--- config.mk ---
export PLATFORM = sky130hd
export DESIGN_NAME = tcs_ctrl
export DESIGN_NICKNAME = d
export VERILOG_FILES = /design/src/hdl/tcs_pkg.sv /design/src/hdl/tcs_ctrl.sv
export SDC_FILE = /design/constraint.sdc
export NUM_CORES = 1
export LEC_CHECK = 0
export ABC_AREA = 0
export BUFFER_PORTS_ARGS = -buffer_cell sky130_fd_sc_hd__buf_2
export CORE_UTILIZATION = 38
export CTS_CLUSTER_DIAMETER = 80
export DETAILED_ROUTE_END_ITERATION = 10
export MAX_ROUTING_LAYER = met4
export PLACE_DENSITY = 0.72
export RECOVER_POWER = 25
export SLEW_MARGIN = 5
export SYNTH_ARGS = -nofsm -noshare
export SYNTH_HDL_FRONTEND = slang
export SYNTH_SLANG_ARGS = --single-unit
--- constraint.sdc ---
create_clock -name clk -period 1.4 [get_ports clk]
set_input_delay 0.28 -clock clk [delete_from_list [all_inputs] [get_ports clk]]
set_output_delay 0.28 -clock clk [all_outputs]
set_load 0.005 [all_outputs]
--- src/hdl/tcs_pkg.sv ---
// Shared types and constants for the tridiagonal column solver.
`default_nettype none
package tcs_pkg;

    localparam int DATA_W = 32;
    localparam int IDX_W  = 6;

    typedef struct packed {
        logic signed [DATA_W-1:0] lower_diag;
        logic signed [DATA_W-1:0] main_diag;
        logic signed [DATA_W-1:0] upper_diag;
        logic signed [DATA_W-1:0] right_side;
        logic                     last_level;
    } in_item_t;

    typedef struct packed {
        logic signed [DATA_W-1:0] solution;
        logic [IDX_W-1:0]         level_index;
        logic                     final_result;
        logic                     pivot_error;
    } out_item_t;

    typedef enum logic [3:0] {
        S_IDLE,
        S_LOAD,
        S_DIV_R,
        S_MUL_A,
        S_PIV,
        S_NUM,
        S_DIVY_GO,
        S_DIV_Y,
        S_BACK_SET,
        S_BACK_REQ,
        S_BACK_CALC,
        S_BACK_SUB,
        S_EMIT
    } state_t;

    typedef enum logic [1:0] {
        MUL_A_RATIO,
        MUL_A_Y,
        MUL_R_X
    } mul_sel_t;

    typedef struct packed {
        logic     capture;
        logic     init_first;
        logic     div_start;
        logic     div_sel_y;
        logic     ratio_wr;
        logic     mul_start;
        mul_sel_t mul_sel;
        logic     pivot_upd;
        logic     num_upd;
        logic     part_wr;
        logic     back_init;
        logic     mem_rd;
        logic     x_load_top;
        logic     x_upd;
        logic     emit;
        logic     idx_dec;
        logic     col_end;
    } cmd_t;

    typedef struct packed {
        logic div_done;
        logic out_free;
        logic count_zero;
        logic count_full;
        logic is_top;
        logic idx_zero;
        logic last;
    } sts_t;

endpackage
`default_nettype wire

--- src/hdl/tcs_ctrl.sv ---
// Controller state machine sequencing elimination and back substitution.
`default_nettype none
module tcs_ctrl
    import tcs_pkg::*;
(
    input  wire logic clk,
    input  wire logic rst_n,
    input  wire logic in_valid,
    output logic      in_ready,
    input  wire sts_t sts,
    output cmd_t      cmd
);

    state_t state_reg, state_next;

    always_ff @(posedge clk or negedge rst_n)
    begin
        if (!rst_n)
            state_reg <= S_IDLE;
        else
            state_reg <= state_next;
    end

    always_comb
    begin
        state_next = state_reg;
        cmd        = '0;
        cmd.mul_sel = MUL_A_RATIO;
        in_ready   = 1'b0;
        case (state_reg)
            S_IDLE:
            begin
                in_ready = 1'b1;
                if (in_valid)
                begin
                    cmd.capture = 1'b1;
                    state_next  = S_LOAD;
                end
            end
            S_LOAD:
            begin
                if (!sts.count_full)
                begin
                    if (sts.count_zero)
                    begin
                        cmd.init_first = 1'b1;
                        state_next     = S_DIVY_GO;
                    end
                    else
                    begin
                        cmd.div_start = 1'b1;
                        state_next    = S_DIV_R;
                    end
                end
                else if (sts.last)
                    state_next = S_BACK_SET;
                else
                    state_next = S_IDLE;
            end
            S_DIV_R:
            begin
                if (sts.div_done)
                begin
                    cmd.ratio_wr = 1'b1;
                    state_next   = S_MUL_A;
                end
            end
            S_MUL_A:
            begin
                cmd.mul_start = 1'b1;
                cmd.mul_sel   = MUL_A_RATIO;
                state_next    = S_PIV;
            end
            S_PIV:
            begin
                cmd.pivot_upd = 1'b1;
                cmd.mul_start = 1'b1;
                cmd.mul_sel   = MUL_A_Y;
                state_next    = S_NUM;
            end
            S_NUM:
            begin
                cmd.num_upd = 1'b1;
                state_next  = S_DIVY_GO;
            end
            S_DIVY_GO:
            begin
                cmd.div_start = 1'b1;
                cmd.div_sel_y = 1'b1;
                state_next    = S_DIV_Y;
            end
            S_DIV_Y:
            begin
                if (sts.div_done)
                begin
                    cmd.part_wr = 1'b1;
                    state_next  = sts.last ? S_BACK_SET : S_IDLE;
                end
            end
            S_BACK_SET:
            begin
                cmd.back_init = 1'b1;
                state_next    = S_BACK_REQ;
            end
            S_BACK_REQ:
            begin
                cmd.mem_rd = 1'b1;
                state_next = S_BACK_CALC;
            end
            S_BACK_CALC:
            begin
                if (sts.is_top)
                begin
                    cmd.x_load_top = 1'b1;
                    state_next     = S_EMIT;
                end
                else
                begin
                    cmd.mul_start = 1'b1;
                    cmd.mul_sel   = MUL_R_X;
                    state_next    = S_BACK_SUB;
                end
            end
            S_BACK_SUB:
            begin
                cmd.x_upd  = 1'b1;
                state_next = S_EMIT;
            end
            S_EMIT:
            begin
                // hold until the output register frees up
                if (sts.out_free)
                begin
                    cmd.emit = 1'b1;
                    if (sts.idx_zero)
                    begin
                        cmd.col_end = 1'b1;
                        state_next  = S_IDLE;
                    end
                    else
                    begin
                        cmd.idx_dec = 1'b1;
                        state_next  = S_BACK_REQ;
                    end
                end
            end
            default:
            begin
                state_next = S_IDLE;
            end
        endcase
    end

endmodule
`default_nettype wire
==> flow_metrics.tcl <==
set metrics [dict create \
    status "complete, but fails checks" \
    violations "setup timing" \
    yosysTopAreaCell "dfrtp_1" \
    worstPathRequired_ns 1.12 \
    synthCells 81 \
    startpoint_type "flip-flop" \
    netSwitchingFraction_pct 43.43 \
    gp_congestion 0.8180 \
    htree_num_levels 1 \
    cts-buffers-inserted 3 \
    setup_tns_ns -2.564 \
    cp-end-kind "output pin" \
    min_from "sts[5]" \
    synth_top_area_share_pct 18.52 \
    final_nets 144 \
    relSlewSlack_pct 83.47 \
    layout_common_cells "27 x buf_2, 20 x buf_4, 10 x nor2_1" \
    largest_reg_flops 4 \
    first_global_vias 588 \
    track_usage_pct 22.57 \
    slew_violations 0 \
    coreArea_um2 1318 \
    vias 784 \
    fin_skew_ns 0.003820 \
    yosysUniqueCellTypes 32 \
    yosysSeqAreaShare_pct 18.52 \
    syn_nets 91 \
    dieWidth_um 39.72 \
    num_antenna_cells 0 \
    crit_path_max_fanout 7 \
    clock-root-buffer "clkbuf_4" \
    final.period_utilization_pct 114.7 \
    avgRoutedWirePerCell_um 11.95 \
    hp-class "input pin to flip-flop" \
    antenna_left 0 \
    wl_met2_um 938 \
    final_common_cell "buf_2" \
    die_area_um2 1577 \
    wl_um 1757 \
    ys_warn_count 0 \
    p_sw_uw 970.1 \
    die_h_um 39.72 \
    wl_met1_um 712 \
    whs_endpoint "state_reg[3]" \
    drv_cap 0 \
    cts_sinks 4 \
    pwr-share-clk_pct 6.3 \
    grt_pass1_wl_um 2339 \
    num_rows 13 \
    comb_power_share_pct 80.0 \
    max_freq_mhz 622.8 \
    drcViolationCount 0 \
    peakVddDrop_uv 1334 \
    r2r_cells 6 \
    setup_viol 21 \
    grt-ovfl-total 0 \
    layout_min_cycle_time_ns 1.606 \
    drt_iter0_drc 24 \
    io_buffers 28 \
    worstReg2RegStart "state_reg[2]" \
    clock_path_buffers 2 \
    instances_no_fill 147 \
    rsz0062_at_grt "yes" \
    grt_max_degree 10 \
    reg2reg_slack_ns -0.13 \
    synthTopCellsByArea "dfrtp_1 19%, nor2_1 10%, a21oi_1 6.5%, nand2b_1 4.6%, nor3_1 4.6%" \
    layout-drive-gt1-share_pct 59.85 \
    intPower_mw 1.264 \
    place_inst 132 \
    start_util_pct 41.03 \
    syn_area_um2 540.5 \
    fin_util_pct 74.36 \
    antenna_found_initial 0 \
    p_seq_share_pct 13.7 \
    rr_endpoint "state_reg[0]" \
    cts_tree "done" \
    critPathArrivalTime_ns 1.33 \
    worstSkewPairLatency_ns 0.23 \
    power_mw 2.234 \
    syn_to_final_growth_pct 81.25 \
    tightestPinTransition_ns 0.2479 \
    path_clk_slew_ns 0.03 \
    synth-seq-cells 4 \
    syn_area_per_cell_um2 6.673 \
    drt-pass1-iter-count 4 \
    powerDensity_nw_per_um2 2280 \
    hold_viol 0 \
    topRoutingLayerUsed "met3" \
    dp_hpwl_um 1115 \
    p_leak_nw 0.5103 \
    wl_met3_um 105 \
    num_io_pins 29 \
    viasPerCell 5.333 \
    path_class "flip-flop to output pin" \
    final.setup.worst_slack_ns -0.2058 \
    holdPathStages 4 \
]
## worst max-delay path, cell delays in order (launching register included)
cell and delay, ns:
dfrtp_2 0.45, buf_4 0.16, nand2b_4 0.07, nor2_2 0.04
a21oi_1 0.16, o32ai_1 0.09, buf_2 0.13
## synth_stat cells, drive strengths merged
cell type	number
nand2b	4
dfrtp	4
a211oi	2
inv	4
nor4	1
a31oi	1
o32ai	1
and3	2
a21oi	8
o21ai	7
clkbuf	1
nor2b	2
or2	1
or3b	1
nand2	6
nor3b	1
nand3b	1
buf	5
a21boi	1
xnor2	1
nor3	5
nand3	3
a211o	1
nor2	15
and2	2
mux2	1
## cell families (layout without fill, tap and decap cells)
logic type,count (synthesis),after routing,share of synthesized area (%)
AO/OA/AOI/OAI,21,21,24.77
XOR/XNOR,1,1,1.621
multiplexers,1,1,2.083
buffers and inverters,10,61,12.73
AND/OR/NAND/NOR,44,44,40.28
flip-flops,4,4,18.52
## repair_timing
item / 4_1_cts / 5_1_grt
setup endpoints to repair: 20 / 22
resized for setup: 13 / 13
setup buffers: 7 / 4
pin swaps: 1 / 4
hold endpoints to repair: 4 / 0
hold buffers: 1 / 0
## stage by stage
step                instance area (um2)  setup WS (ns)  hold slack [ns]
floorplan                         540.5        0.03540         -0.01559
global placement                  763.2       -0.04877          0.08610
detailed placement                763.2       -0.06493          0.08751
CTS                               897.1        -0.2011           0.3610
global route                      979.7        -0.2715           0.3999
finish                            979.7        -0.2058           0.3668
## worst max path at each step
stage                       startpoint            to
after global placement    state_reg[0]  state_reg[0]
final                     state_reg[3]       cmd[12]
after floorplan           state_reg[0]  state_reg[0]
after CTS                 state_reg[2]       cmd[12]
after global routing      state_reg[3]       cmd[12]
after detailed placement  state_reg[0]  state_reg[0]
## final cells by class
| type | count | area (um2) |
|---|---|---|
| Clock buffer | 3 | 22.52 |
| Fill cell | 104 | 337.8 |
| Inverter | 4 | 15.01 |
| Multi-Input combinational cell | 67 | 462.9 |
| Sequential cell | 4 | 103.9 |
| Tap cell | 15 | 18.77 |
| Timing Repair Buffer | 54 | 356.6 |
## layer usage
metal	GRT usage, %	up-vias
met5	-	-
met4	5.172	0
met3	6.818	0
met2	39.34	29
met1	24.92	371
li1	-	384
## power by group through the flow
stage	combinational, mW	sequential [mW]	clock [mW]
3_5_place_dp	1.27	0.305	0
2_1_floorplan	0.851	0.239	0
6_report	1.79	0.307	0.141
3_3_place_gp	1.25	0.302	0
4_1_cts	1.55	0.288	0.148
5_1_grt	1.96	0.319	0.158
No activity file was read; power rests on OpenSTA's default activity.
